==> src/hw/rtl/ptsp_pkg.sv <==
// ----------------------------------------------------------------------------
// ptsp_pkg
// Shared types and constants of the point to segment projection unit.
// ----------------------------------------------------------------------------
package ptsp_pkg;

	localparam int CW    = 24;          // coordinate width
	localparam int DF    = 15;          // direction fraction bits
	localparam int UW    = DF + 2;      // direction width
	localparam int LW    = CW + 1;      // segment length width
	localparam int GW    = CW + 1;      // gap width
	localparam int DW    = CW + 1;      // point minus start
	localparam int PW    = DW + UW;     // one dot product term
	localparam int DOTW  = PW + 1;      // dot product
	localparam int TRW   = DOTW - DF;   // rounded projection
	localparam int TW    = CW + 2;      // clamped projection, unsigned
	localparam int OXW   = UW + TW + 1; // direction times projection
	localparam int NXW   = CW + 4;      // unsaturated projected point
	localparam int EW    = NXW + 1;     // point minus projected point
	localparam int SQW   = 2 * EW;      // square of one axis
	localparam int NW    = SQW;         // gap radicand
	localparam int RB    = NW / 2;      // gap root bits
	localparam int RW    = RB + 2;      // gap root remainder
	localparam int IXW   = 8;           // register index width
	localparam int NREG  = 4;
	localparam int QDEPTH = 4;
	localparam int QAW   = $clog2(QDEPTH);
	localparam int ONE   = 1 << DF;

	localparam logic [IXW-1:0] REG_START_X = IXW'(0);
	localparam logic [IXW-1:0] REG_START_Y = IXW'(1);
	localparam logic [IXW-1:0] REG_END_X   = IXW'(2);
	localparam logic [IXW-1:0] REG_END_Y   = IXW'(3);

	typedef struct packed {
		logic signed [CW-1:0] point_x;
		logic signed [CW-1:0] point_y;
		logic                 ray_mode;
	} ptsp_in_t;

	typedef struct packed {
		logic signed [CW-1:0] near_x;
		logic signed [CW-1:0] near_y;
		logic [GW-1:0]        gap;
		logic                 seg_ok;
	} ptsp_out_t;

	typedef struct packed {
		logic signed [CW-1:0] start_x;
		logic signed [CW-1:0] start_y;
		logic signed [UW-1:0] unit_x;
		logic signed [UW-1:0] unit_y;
		logic [LW-1:0]        seg_length;
		logic                 seg_ok;
	} ptsp_seg_t;

	typedef struct packed {
		logic signed [CW-1:0] point_x;
		logic signed [CW-1:0] point_y;
		logic [TW-1:0]        t;
	} ptsp_item_t;

	function automatic logic signed [CW-1:0] sat_coord(logic signed [NXW-1:0] v);
		logic signed [NXW-1:0] hi;
		logic signed [NXW-1:0] lo;
		hi = NXW'((1 << (CW - 1)) - 1);
		lo = -hi - NXW'(1);
		if (v > hi)
			return CW'(hi);
		else if (v < lo)
			return CW'(lo);
		else
			return CW'(v);
	endfunction

endpackage

==> src/hw/rtl/ptsp_queue.sv <==
// ----------------------------------------------------------------------------
// ptsp_queue
// Short queue between the front and back parts.
// ----------------------------------------------------------------------------
module ptsp_queue (
	input  logic                 clk,
	input  logic                 arst_n,
	input  logic                 push,
	input  ptsp_pkg::ptsp_item_t wr_item,
	input  logic                 pop,
	output ptsp_pkg::ptsp_item_t rd_item,
	output logic                 empty,
	output logic                 full
);
	import ptsp_pkg::*;

	ptsp_item_t     mem_q [QDEPTH];
	logic [QAW-1:0] wp_q, rp_q;
	logic [QAW:0]   cnt_q;
	logic           do_push, do_pop;

	assign empty   = cnt_q == '0;
	assign full    = cnt_q == (QAW+1)'(QDEPTH);
	assign do_push = push && !full;
	assign do_pop  = pop && !empty;
	assign rd_item = mem_q[rp_q];

	always_ff @(posedge clk or negedge arst_n) begin
		if (!arst_n) begin
			wp_q  <= '0;
			rp_q  <= '0;
			cnt_q <= '0;
		end else begin
			if (do_push)
				wp_q <= wp_q + QAW'(1);
			if (do_pop)
				rp_q <= rp_q + QAW'(1);
			if (do_push && !do_pop)
				cnt_q <= cnt_q + (QAW+1)'(1);
			else if (do_pop && !do_push)
				cnt_q <= cnt_q - (QAW+1)'(1);
		end
	end

	always_ff @(posedge clk) begin
		if (do_push)
			mem_q[wp_q] <= wr_item;
	end

endmodule

==> config.mk <==
export PLATFORM = sky130hd
export DESIGN_NAME = ptsp_queue
export DESIGN_NICKNAME = d
export VERILOG_FILES = /design/src/hw/rtl/ptsp_pkg.sv /design/src/hw/rtl/ptsp_queue.sv
export SDC_FILE = /design/constraint.sdc
export NUM_CORES = 1
export LEC_CHECK = 0
export BUFFER_PORTS_ARGS = -buffer_cell sky130_fd_sc_hd__buf_2
export CAP_MARGIN = 20
export CELL_PAD_IN_SITES_DETAIL_PLACEMENT = 0
export CELL_PAD_IN_SITES_GLOBAL_PLACEMENT = 2
export CORE_ASPECT_RATIO = 0.8
export CORE_MARGIN = 2
export CORE_UTILIZATION = 30
export DETAILED_ROUTE_END_ITERATION = 8
export HOLD_SLACK_MARGIN = 0.03
export PLACE_DENSITY_LB_ADDON = 0.1
export SETUP_SLACK_MARGIN = 0.15
export SYNTH_ARGS = -nofsm -noshare
export SYNTH_HDL_FRONTEND = slang
export SYNTH_SLANG_ARGS = --single-unit
==> constraint.sdc <==
create_clock -name clk -period 3.05 [get_ports clk]
set_clock_uncertainty 0.1 [all_clocks]
set_input_delay 0.1525 -clock clk [delete_from_list [all_inputs] [get_ports clk]]
set_output_delay 0.1525 -clock clk [all_outputs]
set_load 0.01 [all_outputs]
After elaboration in Yosys (flattened, before gate mapping)
Memories as Yosys holds them, arrays and structs flattened. Cells that the tools add are included.

Bits in registers: 7. Bits in writable memories: 296. Input port bits: 78. Output and inout bits: 76. Word-level logic and storage cells: 23. Memories kept: 1.

Memory list: mem_q (words 4, bits a word 74, read ports 1, clocked after memory_dff 0, wr ports 1, line ptsp_queue.sv:17) `ptsp_item_t mem_q [QDEPTH];`.

Add/sub/neg operators: 4. Eq/ne operators: 1. Muxes and demuxes: 4. Reductions and logical operators: 10.

Operators by type and width (count): $mux W3 (2); $add A2 B1 Y2 const B (2); $logic_and A1 B1 Y1 (4); $logic_not A1 Y1 (4); $add A3 B1 Y3 const B (1); $eq A3 B3 Y1 const B (1); $logic_not A3 Y1 (1); $sub A3 B1 Y3 const B (1); $mux W1 (2); $reduce_bool A2 Y1 (1).

Longest topological paths before layout
Depth after elaboration: 7. Gate-level depth with buffers: 9. Depth with buffers taken out: 8.

Least setup slack after synthesis
Ideal clock, no wire load.

Path type: register -> register. Start: reg cnt_q[2]. End: mem mem_q[0][0] (netlist bit), enable pin. Library setup time: 440 ps. Arrival time: 2558 ps. Required time: 2510 ps. Slack: -49 ps. Cell stages (with the launch flop): 5. Path buffers: 1. Clock period less this slack: 3099 ps. Path through: dfrtp_1 -> nor3b_2 -> nor2b_1 -> buf_2 -> and2_1.

Word-level cells in the longest chain between the ends: 5.

Ends and longest elaborated chain: start: declaration (line ptsp_queue.sv:19) `logic [QAW:0] cnt_q;`; start signal: assignment (line ptsp_queue.sv:39) `cnt_q <= cnt_q + (QAW+1)'(1);`; start signal: assignment (line ptsp_queue.sv:41) `cnt_q <= cnt_q - (QAW+1)'(1);`; $eq A3 B3 Y1 (line ptsp_queue.sv:23) `assign full = cnt_q == (QAW+1)'(QDEPTH);`; net full (line ptsp_queue.sv:13) `output logic full`; $logic_not A1 Y1 (line ptsp_queue.sv:24) `assign do_push = push && !full;`; $logic_and A1 B1 Y1 (line ptsp_queue.sv:24); net do_push (line ptsp_queue.sv:20) `logic do_push, do_pop;`; $mux W1 (line ptsp_queue.sv:46) `if (do_push)`; $mux W1 (implied by the code) (line ptsp_queue.sv:47) `mem_q[wp_q] <= wr_item;`; end: declaration (line ptsp_queue.sv:17).

The timed path passes the listed nets, and every way through them passes these cells.

==> summary.txt <==
Route
  – Vias per inst: 4.38
  – Wirelength per Cell: just under 20 µm
  – Initial DRC Count: 205
  – Total number of vias: ~5200
  – Final wirelength: 23.6 mm
  – DRC viols: 0
  – Routed Antenna Nets: 0
  – DRT Pass-1 Iters: 4

Final layout
  – Final Non-Filler Cells: about 1200
  – Fillers: approximately 3300
  – P&R area growth vs syn: 29.5%
  – Layout cells sized above 1: 41.6%
  – # diodes: 0
  – Storage cell area: 9070 µm²
  – Area occupied by multi-input gates: 1900 µm²
  – Nets: 772

Critical path
  – CP endpoint kind: output port
  – Crit-path slowest cell: dfrtp_4
  – Startpoint type of the worst setup path: flip-flop
  – CP required: between 2 and 3 ns
  – Critical path, cell by cell: buf_4 -> mux4_2 -> buf_2
  – CP Data Arrival Time: 2.36 ns
  – CP max FO: 20
  – Slowest Stage Delay on Critical Path: 0.74 ns
  – Crit Path Class: flip-flop to output port

Logic synthesis
  – Syn nets: 507
  – Yosys cell types: 21
  – Synth top area cells: edfxtp_1, mux4_2, dfrtp_1, buf_12, ha_1
  – Mux contribution to synthesized area: 15.2%
  – Post-Synth XOR/XNOR Area: 0.472%
  – Largest family of logic cells by synthesized area: multiplexers
  – Simple-gate area share of the yosys netlist: 0.561%
  – Synth warn: 0
  – Netlist Area Pre-Place: about 11000 µm²
  – Synth top area share: 79.8%
  – Post-synthesis compound-gate area fraction: 0%
  – Gate count of the mapped netlist: around 420
  – Sequential cell area fraction in the yosys report: 81.3%
  – Adder-cell share of the synthesized area: less than 1%
  – Avg Inst Size Synth: 26.3 µm²
  – #FFs+latches synth: 303
  – Cell taking the most area after synthesis: edfxtp_1

STA
  – Final hold vios: 0
  – Slew @ Worst Pin: 0.600 ns
  – Max-slew violations: 0
  – Tcrit/Tclk final: 85.6%
  – Max_slew headroom: approximately 60%
  – Final min period: 2.61 ns
  – RSZ-0062 raised after global routing: no
  – Fmax achieved: 383 MHz
  – Setup TNS: 0 ns
  – Setup-failing EPs final: 0

CTS
  – Number of H-tree levels: 2
  – CTS Root Cell: clkbuf_16
  – CTS clk-pin slew, worst paths: 0.05 ns
  – Cts bufs inserted: 35
  – CTS tree: done
  – Bufs on Longest Clock Path: 3
  – Clk sinks: around 300
  – Clock latency on the worst-skew pair: ~0.5 ns

Global routing
  – Overflow after GRT: 0
  – Total GRT Usage: 12.5%
  – Largest net degree at the start of global routing: 47
  – Initial antenna violation count: 2
  – First-pass GRT wire length: ~35 mm
  – Number of global-route vias before repair: 5695

Floorplan
  – Initial Util: 30.3%
  – Die X: 219 µm
  – Site Rows: 63
  – Placeable Area: 36800 µm²
  – Die height: between 150 and 200 µm
  – Number of I/O pins: about 150
  – Die Area: slightly below 40000 µm²

Placed design
  – Final RePlAce weighted congestion: 0.687
  – Input/output buffers: 153
  – Final HPWL DP: 14.5 mm
  – Cells after DPL: 1061

Power and ir drop
  – Leakage: 4.94 nW
  – Total power draw: about 0.014 W
  – PwrDens: 941 nW/µm²
  – VDD IR max: about 410 µV

Status
  – Status: finished clean

Hold path
  – Hold Crit Class: input pin to flip-flop

Job
  – Max-cap viol count: 0
-- routing by layer --
metal	share of wire (%)	global-route usage, %
met4	1.5	3.86
met1	45	16.5
met5	0.14	0
met3	5.0	3.20
met2	49	20.2
-- cell type report --
type | count | area share, %
Clock buffer | 46 | 6.65
Clock inverter | 14 | 0.633
Inverter | 4 | 0.104
Sequential cell | 303 | 62.9
Timing Repair Buffer | 246 | 12.4
Multi-Input combinational cell | 98 | 13.1
Tap cell | 487 | 4.22
-- registers in the layout, indices dropped and copies added, names as in the netlist --
signal  count
rp_q        2
wp_q        2
cnt_q       3
mem_q     296
-- cell families after synthesis --
group / after synthesis
muxes: 76
buffers and inverters: 22
adders and majority gates: 6
xor gates and xnor gates: 6
and+or+nand+nor: 10
DFF: 303
-- synth_stat cells, drive strengths merged --
cell / instances
buf: 16
inv: 4
mux2: 2
nor3b: 1
clkbuf: 2
fa: 1
mux4: 74
xnor2: 4
dfrtp: 7
nor2: 1
nand3: 1
and2: 4
nor2b: 1
xor2: 2
ha: 5
edfxtp: 296
nand2: 1
or3: 1
-- timing repair --
item                                    in CTS  in global routing
hold buffers                                77                  0
endpoints found under the hold margin      305                  0
endpoints found under the setup margin       0                  0
gates resized for setup                      0                  0
buffers inserted                             0                  0
-- stage by stage --
stage	setup WS, ns	hold slack [ns]	utilization, %	area (µm²)
after floorplan	0.762	-0.243	-	11100
after global placement	0.703	-0.0930	34.2	12600
after detailed placement	0.630	-0.0903	34.2	12600
after CTS	0.351	0.0700	39.2	14400
after global routing	0.273	0.0975	39.2	14400
final	0.440	0.0956	39.2	14400
-- report_power, final --
group	total [W]	switching [W]	leakage (nW)	internal, W
clock	0.00379	0.00151	0.508	0.00229
sequential	0.00582	0.000310	2.79	0.00551
combinational	0.00396	0.00209	1.64	0.00188
total	0.0136	0.00390	4.94	0.00967
-- worst max-delay path, delay by kind of cell (launching register included) --
family	cells	cell delay [ns]
flip-flops	1	0.74
multiplexers	1	0.58
buffers and inverters	2	0.54
-- cell usage in the layout (no fill, tap or decap), types with 5 or more instances in the layout --
| master | instances |
|---|---|
| buf_2 | 153 |
| clkbuf_16 | 37 |
| clkbuf_1 | 9 |
| clkinv_1 | 7 |
| dfrtp_1 | 5 |
| buf_4 | 6 |
| mux4_2 | 74 |
| dlygate4sd3_1 | 77 |
| ha_1 | 5 |
| buf_12 | 10 |
| edfxtp_1 | 296 |
-- final timing paths --
kind                                            from                   end  slack, ns  depth (start not counted)
max in group asynchronous                     arst_n   rp_q[0]$_DFFE_PN0P_       2.00                          3
min in group asynchronous                     arst_n  cnt_q[2]$_DFFE_PN0P_       0.55                          3
worst max-delay path             rp_q[0]$_DFFE_PN0P_           rd_item[35]       0.44                          3
worst min register to register  cnt_q[2]$_DFFE_PN0P_  cnt_q[2]$_DFFE_PN0P_       0.38                          1
worst max register to register  cnt_q[2]$_DFFE_PN0P_  cnt_q[2]$_DFFE_PN0P_       0.64                          8
worst min-delay path                            push   wp_q[0]$_DFFE_PN0P_        0.1                          3
(Power assumes the default switching activity.)
