### config.mk
export PLATFORM = sky130hd
export DESIGN_NAME = ptsp_front
export DESIGN_NICKNAME = d
export VERILOG_FILES = /design/src/hw/rtl/ptsp_pkg.sv /design/src/hw/rtl/ptsp_front.sv
export SDC_FILE = /design/constraint.sdc
export NUM_CORES = 2
export LEC_CHECK = 0
export BUFFER_PORTS_ARGS = -buffer_cell sky130_fd_sc_hd__buf_2
export CORE_MARGIN = 10
export CORE_UTILIZATION = 60
export CTS_CLUSTER_SIZE = 10
export DETAILED_ROUTE_END_ITERATION = 10
export PLACE_DENSITY = 0.77
export SLEW_MARGIN = 20
export SYNTH_ARGS = -nofsm -noshare
export SYNTH_HDL_FRONTEND = slang
export SYNTH_SLANG_ARGS = --single-unit
export TNS_END_PERCENT = 5
### constraint.sdc
create_clock -name clk -period 25.4 [get_ports clk]
set_clock_uncertainty 0.05 [all_clocks]
set_input_delay 3.81 -clock clk [delete_from_list [all_inputs] [get_ports clk]]
set_output_delay 3.81 -clock clk [all_outputs]
set_load 0.1 [all_outputs]
### src/hw/rtl/ptsp_pkg.sv
// ----------------------------------------------------------------------------
// ptsp_pkg
// Shared types and constants of the point to segment projection unit.
// ----------------------------------------------------------------------------
package ptsp_pkg;

	localparam int CW    = 24;          // coordinate width
	localparam int DF    = 15;          // direction fraction bits
	localparam int UW    = DF + 2;      // direction width
	localparam int LW    = CW + 1;      // segment length width
	localparam int GW    = CW + 1;      // gap width
	localparam int DW    = CW + 1;      // point minus start
	localparam int PW    = DW + UW;     // one dot product term
	localparam int DOTW  = PW + 1;      // dot product
	localparam int TRW   = DOTW - DF;   // rounded projection
	localparam int TW    = CW + 2;      // clamped projection, unsigned
	localparam int OXW   = UW + TW + 1; // direction times projection
	localparam int NXW   = CW + 4;      // unsaturated projected point
	localparam int EW    = NXW + 1;     // point minus projected point
	localparam int SQW   = 2 * EW;      // square of one axis
	localparam int NW    = SQW;         // gap radicand
	localparam int RB    = NW / 2;      // gap root bits
	localparam int RW    = RB + 2;      // gap root remainder
	localparam int IXW   = 8;           // register index width
	localparam int NREG  = 4;
	localparam int QDEPTH = 4;
	localparam int QAW   = $clog2(QDEPTH);
	localparam int ONE   = 1 << DF;

	localparam logic [IXW-1:0] REG_START_X = IXW'(0);
	localparam logic [IXW-1:0] REG_START_Y = IXW'(1);
	localparam logic [IXW-1:0] REG_END_X   = IXW'(2);
	localparam logic [IXW-1:0] REG_END_Y   = IXW'(3);

	typedef struct packed {
		logic signed [CW-1:0] point_x;
		logic signed [CW-1:0] point_y;
		logic                 ray_mode;
	} ptsp_in_t;

	typedef struct packed {
		logic signed [CW-1:0] near_x;
		logic signed [CW-1:0] near_y;
		logic [GW-1:0]        gap;
		logic                 seg_ok;
	} ptsp_out_t;

	typedef struct packed {
		logic signed [CW-1:0] start_x;
		logic signed [CW-1:0] start_y;
		logic signed [UW-1:0] unit_x;
		logic signed [UW-1:0] unit_y;
		logic [LW-1:0]        seg_length;
		logic                 seg_ok;
	} ptsp_seg_t;

	typedef struct packed {
		logic signed [CW-1:0] point_x;
		logic signed [CW-1:0] point_y;
		logic [TW-1:0]        t;
	} ptsp_item_t;

	function automatic logic signed [CW-1:0] sat_coord(logic signed [NXW-1:0] v);
		logic signed [NXW-1:0] hi;
		logic signed [NXW-1:0] lo;
		hi = NXW'((1 << (CW - 1)) - 1);
		lo = -hi - NXW'(1);
		if (v > hi)
			return CW'(hi);
		else if (v < lo)
			return CW'(lo);
		else
			return CW'(v);
	endfunction

endpackage

### src/hw/rtl/ptsp_front.sv
// ----------------------------------------------------------------------------
// ptsp_front
// Accepts query points, forms the dot product with the direction and
// clamps the projection length; pushes the result into the queue.
// ----------------------------------------------------------------------------
module ptsp_front (
	input  logic                 clk,
	input  logic                 arst_n,
	input  logic                 in_valid,
	output logic                 in_stall,
	input  ptsp_pkg::ptsp_in_t   in_data,
	input  ptsp_pkg::ptsp_seg_t  seg,
	input  logic                 busy,
	input  logic                 q_full,
	output logic                 push,
	output ptsp_pkg::ptsp_item_t push_item
);
	import ptsp_pkg::*;

	logic                   en, acc;
	logic                   v_s1, v_s2, v_s3;
	logic signed [CW-1:0]   px_s1, py_s1, px_s2, py_s2, px_s3, py_s3;
	logic                   ray_s1, ray_s2;
	logic signed [DW-1:0]   ddx_s1, ddy_s1;
	logic signed [PW-1:0]   pxu_s2, pyu_s2;
	logic [TW-1:0]          t_s3;
	logic signed [DOTW-1:0] dot;
	logic signed [TRW-1:0]  tr, tc;

	assign en       = !v_s3 || !q_full;
	assign in_stall = busy || !en;
	assign acc      = in_valid && !in_stall;

	assign dot = DOTW'(pxu_s2) + DOTW'(pyu_s2);
	assign tr  = TRW'((dot + DOTW'(1 << (DF - 1))) >>> DF);

	always_comb begin
		if (!seg.seg_ok || tr < 0)
			tc = '0;
		else if (!ray_s2 && tr > TRW'(seg.seg_length))
			tc = TRW'(seg.seg_length);
		else
			tc = tr;
	end

	always_ff @(posedge clk or negedge arst_n) begin
		if (!arst_n) begin
			v_s1 <= 1'b0;
			v_s2 <= 1'b0;
			v_s3 <= 1'b0;
		end else if (en) begin
			v_s1 <= acc;
			v_s2 <= v_s1;
			v_s3 <= v_s2;
		end
	end

	always_ff @(posedge clk) begin
		if (en) begin
			px_s1  <= in_data.point_x;
			py_s1  <= in_data.point_y;
			ray_s1 <= in_data.ray_mode;
			ddx_s1 <= DW'(in_data.point_x) - DW'(seg.start_x);
			ddy_s1 <= DW'(in_data.point_y) - DW'(seg.start_y);

			px_s2  <= px_s1;
			py_s2  <= py_s1;
			ray_s2 <= ray_s1;
			pxu_s2 <= PW'(ddx_s1) * PW'(seg.unit_x);
			pyu_s2 <= PW'(ddy_s1) * PW'(seg.unit_y);

			px_s3  <= px_s2;
			py_s3  <= py_s2;
			t_s3   <= TW'($unsigned(tc));
		end
	end

	assign push              = v_s3 && !q_full;
	assign push_item.point_x = px_s3;
	assign push_item.point_y = py_s3;
	assign push_item.t       = t_s3;

endmodule

# After elaboration in Yosys (flattened, before gate mapping)
# Cells that the tools add are included.
[classes]
addsub = 4
multipliers = 2
order_cmp = 2
n_mux = 1
n_reduce_logical = 13
[ops]
columns = ["operator", "n"]
rows = [
  ["25-bit by 17-bit multiplier with 42-bit output", 2],
  ["24-bit by 24-bit subtractor with 25-bit output", 2],
  ["42-bit by 42-bit adder with 43-bit output", 1],
  ["43-bit by 16-bit adder with 43-bit output, second input constant", 1],
  ["28-bit by 25-bit > comparator with 1-bit output", 1],
  ["28-bit by 1-bit less-than comparator with 1-bit output, second input constant", 1],
  ["25-bit 2-to-1 mux", 1],
  ["1-bit logical NOT", 6],
  ["1-bit logical AND", 3],
  ["1-bit logical OR", 3],
  ["2-bit OR reduction", 1],
]
[word_totals]
ff_bits = 309
input_bits = 162

# Longest topological paths before layout
[logic_depth]
ltp_word = 6
mapped_depth = 27
depth_no_buf = 26

# Least setup slack after synthesis
# No wires, ideal clock.
[synth_timing]
path_type = "input-to-output"
start = "in q_full"
end = "out in_stall"
t_arrival_ps = 13346
setup_slack_ps = 8194
path_stages = 2
path_cell_list = "nand2_1 nand2b_1"
[synth_between]
elab_chain_cells = 4
[synth_lines]
columns = ["item", "line_no", "source"]
rows = [
  ["start: declaration", "ptsp_front.sv:14", "input logic q_full,"],
  ["1-bit logical NOT", "ptsp_front.sv:30", "assign en = !v_s3 || !q_full;"],
  ["1-bit logical OR", "ptsp_front.sv:30", ""],
  ["1-bit logical NOT", "ptsp_front.sv:31", "assign in_stall = busy || !en;"],
  ["1-bit logical OR", "ptsp_front.sv:31", ""],
  ["end: declaration", "ptsp_front.sv:10", "output logic in_stall,"],
]
# Every way passes these cells.

# Worst setup path after layout
[layout_timing]
start = "in seg[45] in the netlist's numbering"
end = "reg pxu_s2[40], data pin"
[layout_between]
elab_chain_cells = 1
[layout_lines]
columns = ["item", "line_no", "source"]
rows = [
  ["start: declaration", "ptsp_front.sv:12", "input ptsp_pkg::ptsp_seg_t seg,"],
  ["25-bit by 17-bit multiplier with 42-bit output", "ptsp_front.sv:69", "pxu_s2 <= PW'(ddx_s1) * PW'(seg.unit_x);"],
  ["end signal: assignment", "ptsp_front.sv:69", ""],
  ["end: declaration", "ptsp_front.sv:25", "logic signed [PW-1:0] pxu_s2, pyu_s2;"],
]
# Every way passes these cells.
# A chain may end at the register's enable or synchronous reset.

==> metrics.txt <==
wire length per cell 18.01 microns; Synth Cell Area 0.04437 sq mm; synth top area cells fa_1 38%, edfxtp_1 21%, ha_1 10%; site row count around 100; Max Cap Viol 0; asr flop ratio synth 0.9709%; Worst EP required 25.69 ns; multiplexer share of the synthesized area 0.5471%; final wirelength 98,920 microns; top cell type's share of synthesized area between 30% and 40%; drt via density 5.547; Hold WC Path Type reg2reg; proportion of layout cells with a drive suffix above 1 around 7%; largest net degree at the start of global routing 85; cts repair resizes 0; Peak Freq around 94 MHz; violation count after the first detailed-routing iteration 2,194; root buf cell clkbuf_16; critical path type in2reg; first-pass GRT wire length 166,600 microns; initial antenna violation count 7; CP endpoint kind flop; Crit path top cell by count fa_1; Die ar. ~0.085 sq mm; post-route setup TNS 0 ns; CP arrival about 11 ns; Main synth FF type edfxtp_1; number of filler cells placed in the layout 5,815; port bufs 237; number of CTS-inserted buffers 39; simple-gate share of the synthesized area 13.25%; Die H 291.9 microns; I/O Pins between 200 and 250; Cell Chain, Critical Path buf_2 > nand2_1 > fa_1 > inv_1 > fa_1 > inv_1 > fa_1 > inv_1 > fa_1 > fa_1 > inv_1 > fa_1 > inv_1 > ha_1 > nand3_1 > or3_1 > a211o_1 > a2111oi_0 > o22a_1 > o21ai_0 > o211ai_1 > a31o_2 > a21oi_1 > xnor2_1; Critical-path top delay cell a2111oi_0; #FFs+latches synth 309; Setup-failing EPs final 0; GPL Wtd Cong 0.8853; Sink Count 309; measured slew at the worst slew-check pin 1.019 ns; Global Route Usage Sum between 20 and 25%; RSZ-0062 raised after global routing no; H-tree level count 2; clock latency on the worst-skew pair 0.59 ns; compound-cell area share of the yosys netlist 5.575%; Critical Path Source Type input port; fin nets 5,864; clock slew at reported path FFs 0.07 ns; Gate Count Post-Synth around 4,400; DR vias 30,470; Synth cell types 66; Ys Warns 0; register area share after synthesis 20.88%; Worst path max stage delay 0.92 ns; max-slew violations 0; Hold Buf Count CTS 0; Synthesized Nets about 5,700; syn avg cell area 10.19 sq um; Post-route DRC 0; hpwl dp 80,560 microns; Chip Width about 290 microns; CTS Buffer Depth 3; period utilisation layout between 40% and 50%; Tmin final 10.69 ns; EDFF count, synth 306; antenna-violating nets left 0; adder and majority gate portion of the synthesized area 47.67%; Core Area between 0.07 and 0.08 sq mm; post-synthesis xor/xnor area fraction ~2.8%; CTS tree yes; router iterations before antenna repair 5; largest area contributor in the netlist fa_1; total grt overflow 0; crit-path max FO 25; status complete, no violations; main combinational cell family by area after synthesis adder cells; slew margin rel. a little under a third; Post-CTS Setup Bufs 0; P&R area growth vs syn 7.138%; vias in the first global route between 30,000 and 40,000; Initial Util 60.71%; final hold violations 0
[cells in the mapped netlist, drive strengths merged, types with 22 or more instances]
| master | n |
|---|---|
| nor2 | 148 |
| mux2i | 22 |
| nand2b | 32 |
| nand2 | 504 |
| edfxtp | 306 |
| a21oi | 122 |
| xnor2 | 107 |
| inv | 961 |
| ha | 356 |
| nor2b | 25 |
| clkbuf | 127 |
| nand3 | 24 |
| o21ai | 76 |
| xor2 | 35 |
| a21o | 53 |
| and2 | 372 |
| fa | 834 |
| nor3 | 38 |
[cell usage in the layout (no fill, tap or decap), drive strengths merged, types with 35 or more instances in the layout]
| cell | instances |
|---|---|
| ha | 356 |
| xor2 | 35 |
| nor3 | 38 |
| nand2 | 504 |
| xnor2 | 107 |
| a21o | 53 |
| edfxtp | 306 |
| inv | 962 |
| nor2 | 148 |
| buf | 251 |
| o21ai | 76 |
| a21oi | 122 |
| and2 | 372 |
| clkbuf | 50 |
| fa | 834 |
[through the flow]
step                hold slack [ns]  utilization (%)  instance area (sq um)  cells  setup WS [ns]
finish                       0.3572            65.04                  47530   5492          14.71
global route                 0.3660            65.04                  47530   5492          14.25
CTS                          0.3584            65.02                  47520   5491          14.78
detailed placement           0.3545            63.46                  46380   5430          14.16
global placement             0.3505            63.46                  46380   5430          14.31
floorplan                    0.3503                -                  44370   4352          8.194
[state kept, by name, indices dropped and copies added (netlist names)]
name	cells
v_s2	1
t_s3	26
px_s3	24
ray_s1	1
px_s2	24
px_s1	24
py_s2	24
v_s3	1
ddy_s1	25
py_s3	24
pxu_s2	42
ray_s2	1
v_s1	1
pyu_s2	42
py_s1	24
ddx_s1	25
[cell families (layout without fill, tap and decap cells)]
family / Yosys count / in the layout
buf+inv: 1094 / 1274
simple gates: 1207 / 1207
xor+xnor: 142 / 142
compound gates: 386 / 386
other cells: 0 / 1
mux: 24 / 24
flops: 309 / 309
fa+ha+maj: 1190 / 1190
[routing by layer]
layer | part of all wire (%) | track usage, %
met1 | 39 | 30.73
met2 | 50 | 41.26
met3 | 7.7 | 5.092
met4 | 3.2 | 7.670
met5 | 0.045 | 0
[path summary, 6_finish.rpt]
kind	endpoint	cells past startpoint	startpoint	slack (ns)
max in group asynchronous	v_s2	1	arst_n	22.22
min in group asynchronous	v_s3	1	arst_n	2.98
setup / recovery	pxu_s2[40]	24	seg[45]	14.71
hold reg to reg	px_s3[14]	0	px_s2[14]	0.36
hold / removal	px_s3[14]	0	px_s2[14]	0.36
setup reg to reg	pyu_s2[41]	21	ddy_s1[7]	17.53
[critical path: cells and delay by family]
family	cells	cell delay [ns]
xor+xnor	1	0.12
fa+ha+maj	7	3.41
compound gates	7	2.30
simple gates	3	0.66
buf+inv	6	0.67
[area by class of cell]
cell class / instances / area, sq um / share of cell area (%)
Clock buffer: 50 / 1017 / 2.140
Timing Repair Buffer: 251 / 1291 / 2.717
Antenna cell: 1 / 2.502 / 0.005265
Multi-Input combinational cell: 2949 / 31030 / 65.27
Inverter: 962 / 3611 / 7.597
Tap cell: 959 / 1200 / 2.524
Sequential cell: 309 / 9264 / 19.49
Clock inverter: 11 / 121.4 / 0.2553
Power is not shown: default switching activity piles up to over one toggle a cycle in this logic, so the estimate is an artifact.
