==> config.mk <==
export PLATFORM = sky130hd
export DESIGN_NAME = ptsp_setup
export DESIGN_NICKNAME = d
export VERILOG_FILES = /design/src/hw/rtl/ptsp_pkg.sv /design/src/hw/rtl/ptsp_setup.sv
export SDC_FILE = /design/constraint.sdc
export NUM_CORES = 2
export LEC_CHECK = 0
export BUFFER_PORTS_ARGS = -buffer_cell sky130_fd_sc_hd__buf_2
export CAP_MARGIN = 20
export CORE_MARGIN = 2
export CORE_UTILIZATION = 50
export DETAILED_ROUTE_END_ITERATION = 8
export GPL_ROUTABILITY_DRIVEN = 0
export PLACE_DENSITY = 0.7
export RECOVER_POWER = 50
export SLEW_MARGIN = 25
export SYNTH_ARGS = -nofsm -noshare
export SYNTH_HDL_FRONTEND = slang
export SYNTH_SLANG_ARGS = --single-unit
==> constraint.sdc <==
create_clock -name clk -period 8 [get_ports clk]
set_input_delay 0.8 -clock clk [delete_from_list [all_inputs] [get_ports clk]]
set_output_delay 0.8 -clock clk [all_outputs]
set_load 0.02 [all_outputs]
==> src/hw/rtl/ptsp_pkg.sv <==
// ----------------------------------------------------------------------------
// ptsp_pkg
// Shared types and constants of the point to segment projection unit.
// ----------------------------------------------------------------------------
package ptsp_pkg;

	localparam int CW    = 24;          // coordinate width
	localparam int DF    = 15;          // direction fraction bits
	localparam int UW    = DF + 2;      // direction width
	localparam int LW    = CW + 1;      // segment length width
	localparam int GW    = CW + 1;      // gap width
	localparam int DW    = CW + 1;      // point minus start
	localparam int PW    = DW + UW;     // one dot product term
	localparam int DOTW  = PW + 1;      // dot product
	localparam int TRW   = DOTW - DF;   // rounded projection
	localparam int TW    = CW + 2;      // clamped projection, unsigned
	localparam int OXW   = UW + TW + 1; // direction times projection
	localparam int NXW   = CW + 4;      // unsaturated projected point
	localparam int EW    = NXW + 1;     // point minus projected point
	localparam int SQW   = 2 * EW;      // square of one axis
	localparam int NW    = SQW;         // gap radicand
	localparam int RB    = NW / 2;      // gap root bits
	localparam int RW    = RB + 2;      // gap root remainder
	localparam int IXW   = 8;           // register index width
	localparam int NREG  = 4;
	localparam int QDEPTH = 4;
	localparam int QAW   = $clog2(QDEPTH);
	localparam int ONE   = 1 << DF;

	localparam logic [IXW-1:0] REG_START_X = IXW'(0);
	localparam logic [IXW-1:0] REG_START_Y = IXW'(1);
	localparam logic [IXW-1:0] REG_END_X   = IXW'(2);
	localparam logic [IXW-1:0] REG_END_Y   = IXW'(3);

	typedef struct packed {
		logic signed [CW-1:0] point_x;
		logic signed [CW-1:0] point_y;
		logic                 ray_mode;
	} ptsp_in_t;

	typedef struct packed {
		logic signed [CW-1:0] near_x;
		logic signed [CW-1:0] near_y;
		logic [GW-1:0]        gap;
		logic                 seg_ok;
	} ptsp_out_t;

	typedef struct packed {
		logic signed [CW-1:0] start_x;
		logic signed [CW-1:0] start_y;
		logic signed [UW-1:0] unit_x;
		logic signed [UW-1:0] unit_y;
		logic [LW-1:0]        seg_length;
		logic                 seg_ok;
	} ptsp_seg_t;

	typedef struct packed {
		logic signed [CW-1:0] point_x;
		logic signed [CW-1:0] point_y;
		logic [TW-1:0]        t;
	} ptsp_item_t;

	function automatic logic signed [CW-1:0] sat_coord(logic signed [NXW-1:0] v);
		logic signed [NXW-1:0] hi;
		logic signed [NXW-1:0] lo;
		hi = NXW'((1 << (CW - 1)) - 1);
		lo = -hi - NXW'(1);
		if (v > hi)
			return CW'(hi);
		else if (v < lo)
			return CW'(lo);
		else
			return CW'(v);
	endfunction

endpackage

==> src/hw/rtl/ptsp_setup.sv <==
// ----------------------------------------------------------------------------
// ptsp_setup
// Endpoint registers; derives segment length (bitwise root) and unit
// direction (restoring division, or (1,0) for a zero length) after every endpoint write.
// ----------------------------------------------------------------------------
module ptsp_setup (
	input  logic                     clk,
	input  logic                     arst_n,
	input  logic                     cfg_we,
	input  logic [ptsp_pkg::IXW-1:0] cfg_index,
	input  logic [ptsp_pkg::CW-1:0]  cfg_data,
	output ptsp_pkg::ptsp_seg_t      seg,
	output logic                     busy
);
	import ptsp_pkg::*;

	localparam int SNW  = 2 * LW;
	localparam int DNW  = LW + DF + 3;
	localparam int QW   = 18;
	localparam int CNTW = 5;

	typedef enum logic [7:0] {
		ST_IDLE = 8'b0000_0001,
		ST_DIFF = 8'b0000_0010,
		ST_MUL  = 8'b0000_0100,
		ST_SUM  = 8'b0000_1000,
		ST_ROOT = 8'b0001_0000,
		ST_RND  = 8'b0010_0000,
		ST_DIVX = 8'b0100_0000,
		ST_DIVY = 8'b1000_0000
	} st_t;

	st_t                  st_q;
	logic signed [CW-1:0] sx_q, sy_q, ex_q, ey_q;
	logic signed [UW-1:0] ux_q, uy_q;
	logic [LW-1:0]        len_q;
	logic                 ok_q;
	logic [CNTW-1:0]      cnt_q;

	logic signed [LW-1:0] dx_q, dy_q;
	logic [SNW-1:0]       sqx_q, sqy_q, n_q;
	logic [LW+1:0]        rem_q;
	logic [LW-1:0]        root_q;
	logic [DNW-1:0]       num_q;
	logic [QW-1:0]        quo_q;

	logic signed [LW-1:0] dx_c, dy_c;
	logic [LW-1:0]        magx, magy, lroot;
	logic [LW+1:0]        remn, rtrial;
	logic                 rge;
	logic [DNW-1:0]       dtrial, num_next;
	logic                 dge;
	logic [QW-1:0]        qnext, qclamp;
	logic signed [UW-1:0] udir;
	logic                 dneg;

	function automatic logic [DNW-1:0] div_num(logic [LW-1:0] m, logic [LW-1:0] l);
		return (DNW'(m) << DF) + DNW'(l >> 1);
	endfunction

	assign dx_c   = LW'(ex_q) - LW'(sx_q);
	assign dy_c   = LW'(ey_q) - LW'(sy_q);
	assign magx   = dx_q[LW-1] ? $unsigned(-dx_q) : $unsigned(dx_q);
	assign magy   = dy_q[LW-1] ? $unsigned(-dy_q) : $unsigned(dy_q);

	assign remn   = {rem_q[LW-1:0], n_q[SNW-1 -: 2]};
	assign rtrial = {root_q, 2'b01};
	assign rge    = remn >= rtrial;
	assign lroot  = (rem_q > (LW+2)'(root_q)) ? root_q + LW'(1) : root_q;

	assign dtrial   = DNW'(len_q) << cnt_q;
	assign dge      = num_q >= dtrial;
	assign num_next = dge ? num_q - dtrial : num_q;
	assign qnext    = {quo_q[QW-2:0], dge};
	assign qclamp   = (qnext > QW'(ONE)) ? QW'(ONE) : qnext;
	assign dneg     = (st_q == ST_DIVX) ? dx_q[LW-1] : dy_q[LW-1];
	assign udir     = dneg ? -$signed(UW'(qclamp)) : $signed(UW'(qclamp));

	always_ff @(posedge clk or negedge arst_n) begin
		if (!arst_n) begin
			st_q  <= ST_IDLE;
			sx_q  <= '0;
			sy_q  <= '0;
			ex_q  <= '0;
			ey_q  <= '0;
			ux_q  <= UW'(ONE);
			uy_q  <= '0;
			len_q <= '0;
			ok_q  <= 1'b0;
			cnt_q <= '0;
		end else if (cfg_we && cfg_index < IXW'(NREG)) begin
			case (cfg_index)
				REG_START_X: sx_q <= cfg_data;
				REG_START_Y: sy_q <= cfg_data;
				REG_END_X:   ex_q <= cfg_data;
				default:     ey_q <= cfg_data;
			endcase
			ok_q <= 1'b0;
			st_q <= ST_DIFF;
		end else begin
			case (st_q)
				ST_DIFF: st_q <= ST_MUL;
				ST_MUL:  st_q <= ST_SUM;
				ST_SUM: begin
					cnt_q <= CNTW'(LW - 1);
					st_q  <= ST_ROOT;
				end
				ST_ROOT: begin
					if (cnt_q == '0)
						st_q <= ST_RND;
					else
						cnt_q <= cnt_q - CNTW'(1);
				end
				ST_RND: begin
					len_q <= lroot;
					if (lroot == '0) begin
						ux_q <= UW'(ONE);
						uy_q <= '0;
						st_q <= ST_IDLE;
					end else begin
						cnt_q <= CNTW'(QW - 1);
						st_q  <= ST_DIVX;
					end
				end
				ST_DIVX: begin
					if (cnt_q == '0) begin
						ux_q  <= udir;
						cnt_q <= CNTW'(QW - 1);
						st_q  <= ST_DIVY;
					end else
						cnt_q <= cnt_q - CNTW'(1);
				end
				ST_DIVY: begin
					if (cnt_q == '0) begin
						uy_q <= udir;
						ok_q <= 1'b1;
						st_q <= ST_IDLE;
					end else
						cnt_q <= cnt_q - CNTW'(1);
				end
				default: st_q <= ST_IDLE;
			endcase
		end
	end

	always_ff @(posedge clk) begin
		case (st_q)
			ST_DIFF: begin
				dx_q <= dx_c;
				dy_q <= dy_c;
			end
			ST_MUL: begin
				sqx_q <= $unsigned(SNW'(dx_q) * SNW'(dx_q));
				sqy_q <= $unsigned(SNW'(dy_q) * SNW'(dy_q));
			end
			ST_SUM: begin
				n_q    <= sqx_q + sqy_q;
				rem_q  <= '0;
				root_q <= '0;
			end
			ST_ROOT: begin
				rem_q  <= rge ? remn - rtrial : remn;
				root_q <= {root_q[LW-2:0], rge};
				n_q    <= n_q << 2;
			end
			ST_RND: begin
				num_q <= div_num(magx, lroot);
				quo_q <= '0;
			end
			ST_DIVX: begin
				if (cnt_q == '0) begin
					num_q <= div_num(magy, len_q);
					quo_q <= '0;
				end else begin
					num_q <= num_next;
					quo_q <= qnext;
				end
			end
			ST_DIVY: begin
				num_q <= num_next;
				quo_q <= qnext;
			end
			default: ;
		endcase
	end

	assign seg.start_x    = sx_q;
	assign seg.start_y    = sy_q;
	assign seg.unit_x     = ux_q;
	assign seg.unit_y     = uy_q;
	assign seg.seg_length = len_q;
	assign seg.seg_ok     = ok_q;
	assign busy           = st_q != ST_IDLE;

endmodule

Word level (Yosys, flattened, before mapping)
Index checks and enable logic that the tools add are counted.
{"block": "word_totals", "ramBits": 0, "latch_bits": 0, "inputBits": 35, "memories": 0, "word_cells": 115, "regBits": 481, "rom_bits": 0, "out_inout_bits": 109}
{"block": "op_classes", "n_mux": 33, "reduce_logical": 23, "multipliers": 2, "bitwise": 2, "eq_ne": 18, "shift": 1, "n_addsub": 12, "div_mod_pow": 0, "order_cmp": 5}
{"op": "$pmux 43 s3", "count": 1}
{"op": "$mux 17", "count": 6}
{"op": "$mul 25x25->50", "count": 2}
{"op": "$pmux 50 s2", "count": 1}
{"op": "$mux 43", "count": 2}
{"op": "$add 40x24->41", "count": 2}
{"op": "$mux 25", "count": 3}
{"op": "$pmux 17 s2", "count": 2}
{"op": "$pmux 8 s7", "count": 1}
{"op": "$pmux 27 s2", "count": 1}
{"op": "$pmux 17 s3", "count": 1}
{"op": "$add 50x50->50", "count": 1}
{"op": "$neg 25->25", "count": 2}
{"op": "$pmux 25 s2", "count": 1}
{"op": "$sub 24x24->25", "count": 2}
{"op": "$ge 43x43->1", "count": 1}
{"op": "$shl 25x5->43", "count": 1}
{"op": "$sub 43x43->43", "count": 1}
{"op": "$mux 8", "count": 4}
{"op": "$ge 27x27->1", "count": 1}
{"op": "$gt 27x25->1", "count": 1}
{"op": "$mux 27", "count": 1}
{"op": "$sub 27x27->27", "count": 1}
{"op": "$add 25x1->25 const B", "count": 1}
{"op": "other kinds (34)", "count": 56}

Longest topological paths before layout
{"block": "logic_depth", "ltp_word": 8, "depth_mapped": 31, "ltp_nobuf": 28}

Worst setup path after synthesis
No wires, ideal clock.
{"block": "synth_path", "path_kind": "register to register", "startpoint": "reg st_q[1]", "endpoint": "reg sqx_q[0] (enable)", "period_less_slack_ps": 8854, "arrival_ps": 8154, "setup_time_ps": 700, "stages_incl_launch_ff": 4, "required_ps": 7300, "path_buffers": 0, "slack_ps": -854, "cell_sequence": "dfrtp_1 > nor4_1 > nand2_1 > nor3b_1"}
{"block": "synth_between", "elab_chain_len": 1}
{"element": "from (decl)", "line_no": "ptsp_setup.sv:33", "source": "st_t st_q;"}
{"element": "from (signal assigned)", "line_no": "ptsp_setup.sv:81", "source": "st_q <= ST_IDLE;"}
{"element": "from (signal assigned)", "line_no": "ptsp_setup.sv:99", "source": "st_q <= ST_DIFF;"}
{"element": "from (signal assigned)", "line_no": "ptsp_setup.sv:102", "source": "ST_DIFF: st_q <= ST_MUL;"}
{"element": "$eq 8x3->1", "line_no": "ptsp_setup.sv:147", "source": "case (st_q)"}
{"element": "to (signal assigned)", "line_no": "ptsp_setup.sv:153", "source": "sqx_q <= $unsigned(SNW'(dx_q) * SNW'(dx_q));"}
{"element": "to (decl)", "line_no": "ptsp_setup.sv:41", "source": "logic [SNW-1:0] sqx_q, sqy_q, n_q;"}
Every way passes these cells.
A chain may end at the register's enable or synchronous reset.

Worst setup path in the final report
{"block": "layout_path", "startpoint": "reg dy_q[0]", "endpoint": "reg sqy_q[49] (data pin)"}
{"block": "layout_between", "elab_chain_len": 1}
{"element": "from (decl)", "line_no": "ptsp_setup.sv:40", "source": "logic signed [LW-1:0] dx_q, dy_q;"}
{"element": "from (signal assigned)", "line_no": "ptsp_setup.sv:150", "source": "dy_q <= dy_c;"}
{"element": "$mul 25x25->50", "line_no": "ptsp_setup.sv:154", "source": "sqy_q <= $unsigned(SNW'(dy_q) * SNW'(dy_q));"}
{"element": "to (signal assigned)", "line_no": "ptsp_setup.sv:154"}
{"element": "to (decl)", "line_no": "ptsp_setup.sv:41"}
Every way passes these cells.

==> out/qor.csv <==
metric,value,unit
p_comb_share,9.0,%
cp.arrival,8.22,ns
worst_pin_slew,4.15,ns
ys_warn_count,0,
synth.area.mux_share,2.60,%
drtIter0Drc,4442,
clock-sinks,479,
fin_skew,0.0499,ns
fp.dieArea,147000,µm²
max_stage_delay,0.79,ns
grt_pass1_vias,57000,
syn_area,72100,µm²
period_minus_slack,7.81,ns
critPathKind,flip-flop to flip-flop,
cts-buffers-inserted,55,
crit_chain,"inv_1, clkbuf_1, nor2_1, ha_1, ha_1, fa_1, ha_1, fa_1, inv_1, fa_1, inv_1, fa_1, ha_1, a21o_1, a21oi_1, o21ai_0, a32o_1, a211oi_4, o31ai_1, a31oi_2, o221ai_2, a41oi_2, a21oi_1, xnor2_1",
start_util,50.3,%
hold-worst-slack,0.415,ns
instances_no_fill,9561,
ys_seq_area_share,18.8,%
synth_area_leader_cell,fa_1,
multi_input_area,51600,µm²
cts_tree,done,
finalHoldViolCount,0,
drc,0,
final-seq-area,13500,µm²
fin_crit_sh,97.7,%
cts_root_buf,clkbuf_16,
num_rows,139,
dpl_cell_area,75400,µm²
cts_buffer_depth,3,
status,"complete, but fails checks",
synth-adder-area-share,42.5,%
p_leak,36.9,nW
syn_to_final_growth,7.41,%
fin_tns_setup,0,ns
post_drt_wl_per_cell,21.0,µm
cts_hold_buf,0,
internal_power,0.00438,W
synth_ff_type,edfxtp_1,
ys_async_sr_fraction,35.3,%
drt-pass1-iter-count,8,
die_h,384,µm
relSlewSlack,-177,%
p_sw_share,26.6,%
synth_top_family_by_area,adder cells,
synth_xor_area_share,4.75,%
synth-edff-count,310,
yosys.area_share.simple,11.6,%
grt_max_degree,127,
power_frac_seq,45.1,%
yosys-top-cells-count,"1575 x inv_1, 1220 x fa_1, 661 x nand2_1",
final.fill_count,12700,
peakVddDrop,0.000171,V
pin_count,144,
stdcell_area,77400,µm²
hold_path_class,input pin to flip-flop,
grt_usage,27.8,%
routed_wl,201,mm
setup_viol,0,
grt.overflow.total,0,
synth_compound_area_share,9.97,%
post_synth_main_area_contributors,"fa_1 34%, edfxtp_1 13%, ha_1 8.6%, inv_1 8.2%, dfrtp_1 5.8%",
via_count,53900,
fin_nets,9358,
portBuffers,143,
antenna_found_initial,10,
worstSetupEndpointType,flip-flop,
grt_pass1_wl,317,mm
power_switching,0.00159,W
synth_top_area_share,33.9,%
syn_nets,9254,
synth_cell_type_count,101,
yosysMostFrequentCell,inv_1,
dp_hpwl,163,mm
core_area,143000,µm²
crit_path_start_kind,flip-flop,
synth.avg_cell_area,9.60,µm²
crit_family,adder cells,
synthCells,7504,
p_clk_share,45.9,%
p_per_area,77.2,nW/µm²
path_clk_slew,0.07,ns
drive_gt1_share,6.43,%
ys_ff_latch,479,
die_w,384,µm
clock_latency,0.69,ns
max_cap_violations,12,
maxSlewViolCount,598,
crit_buf_inv,4,
vias_per_cell,5.63,
required,8.41,ns
crit_fanout,12,
crit_path_top_delay_cell,clkbuf_1,
fmax,0.128,GHz
ant_nets,0,
violations,"capacitance limit, slew limit",
cts.htree.levels,2,
dp_cells,9433,
-- sequential cells by signal, indices dropped and copies added, names as in the netlist, 8 cells and up --
name    flops
n_q        50
sqx_q      49
sqy_q      49
num_q      43
rem_q      27
dx_q       25
dy_q       25
len_q      25
root_q     25
ex_q       24
ey_q       24
sx_q       24
sy_q       24
quo_q      17
ux_q       17
uy_q       17
st_q        8
-- power groups by stage --
stage | registers [W] | logic [W] | clock network [W]
6_report | 0.00269 | 0.000537 | 0.00274
5_1_grt | 0.00270 | 0.000581 | 0.00285
4_1_cts | 0.00269 | 0.000540 | 0.00277
3_5_place_dp | 0.00274 | 0.000537 | 0
3_3_place_gp | 0.00274 | 0.000529 | 0
2_1_floorplan | 0.00276 | 0.000291 | 0
-- worst register-to-register path, cell delays in order, from the launching register on --
cell,delay [ns]
edfxtp_1,0.66
inv_1,0.27
clkbuf_1,0.79
nor2_1,0.15
ha_1,0.27
ha_1,0.20
fa_1,0.45
ha_1,0.21
fa_1,0.48
inv_1,0.05
fa_1,0.42
inv_1,0.08
fa_1,0.51
ha_1,0.46
a21o_1,0.15
a21oi_1,0.07
o21ai_0,0.27
a32o_1,0.31
a211oi_4,0.10
o31ai_1,0.54
a31oi_2,0.24
o221ai_2,0.36
a41oi_2,0.19
a21oi_1,0.18
xnor2_1,0.09
-- layout by cell type, fill, tap and decap left out, types with 124 or more instances in the layout --
cell type  instances
buf_4            153
ha_1             494
xnor2_1          279
o21ai_0          207
clkbuf_1         129
edfxtp_1         310
and2_1           218
dfrtp_1          166
nor2_1           470
nand2_1          659
a21oi_1          335
a21o_1           124
inv_1           1572
fa_1            1219
-- logic make-up (layout without fill, tap and decap cells) --
logic type / count (synthesis) / after routing
AOI/OAI and AO/OA: 1102 / 1102
xor gates and xnor gates: 391 / 391
adders and majority gates: 1715 / 1715
buffers and inverters: 1867 / 2018
DFF: 479 / 479
muxes: 156 / 156
other: 0 / 3
and+or+nand+nor: 1794 / 1794
-- worst paths after layout --
kind / startpoint / to / slack (ns) / depth (start not counted)
max in group asynchronous: arst_n / ey_q[23] / 2.59 / 2
min in group asynchronous: arst_n / len_q[5] / 0.89 / 1
worst min-delay path: cfg_data[15] / sx_q[15] / 0.42 / 3
worst max register to register: dy_q[0] / sqy_q[49] / 0.19 / 24
worst max-delay path: dy_q[0] / sqy_q[49] / 0.19 / 24
worst min register to register: uy_q[5] / uy_q[5] / 0.47 / 2
-- metrics by stage --
step,worst slack [ns],util (%),total power [W]
floorplan,0.0159,-,0.00305
global placement,0.112,52.6,0.00327
detailed placement,-0.116,52.6,0.00328
CTS,0.0392,54.0,0.00601
global route,-0.0133,54.0,0.00613
finish,0.188,54.0,0.00597
-- metal layers --
layer / global-route usage [%] / up-vias / routed length [µm]
met5: 0 / - / 49
met3: 4.84 / 526 / 16100
li1: - / 24100 / -
met4: 13.2 / 8 / 11400
met1: 35.6 / 27200 / 78400
met2: 45.8 / 2074 / 94700
-- cell type report --
cell class / instances / share of cell area, %
Clock inverter: 32 / 0.438
Inverter: 1595 / 7.76
Tap cell: 1903 / 3.08
Clock buffer: 72 / 2.05
Sequential cell: 479 / 17.5
Multi-Input combinational cell: 5158 / 66.7
Timing Repair Buffer: 319 / 2.51
Antenna cell: 3 / 0.00970
-- what timing repair did --
action | 4_1_cts | 5_1_grt
pin swaps | 0 | 1
endpoints found under the setup margin | 4 | 15
buffers inserted | 7 | 14
resized for setup | 1 | 29
Power figures use the tool's default switching activity.
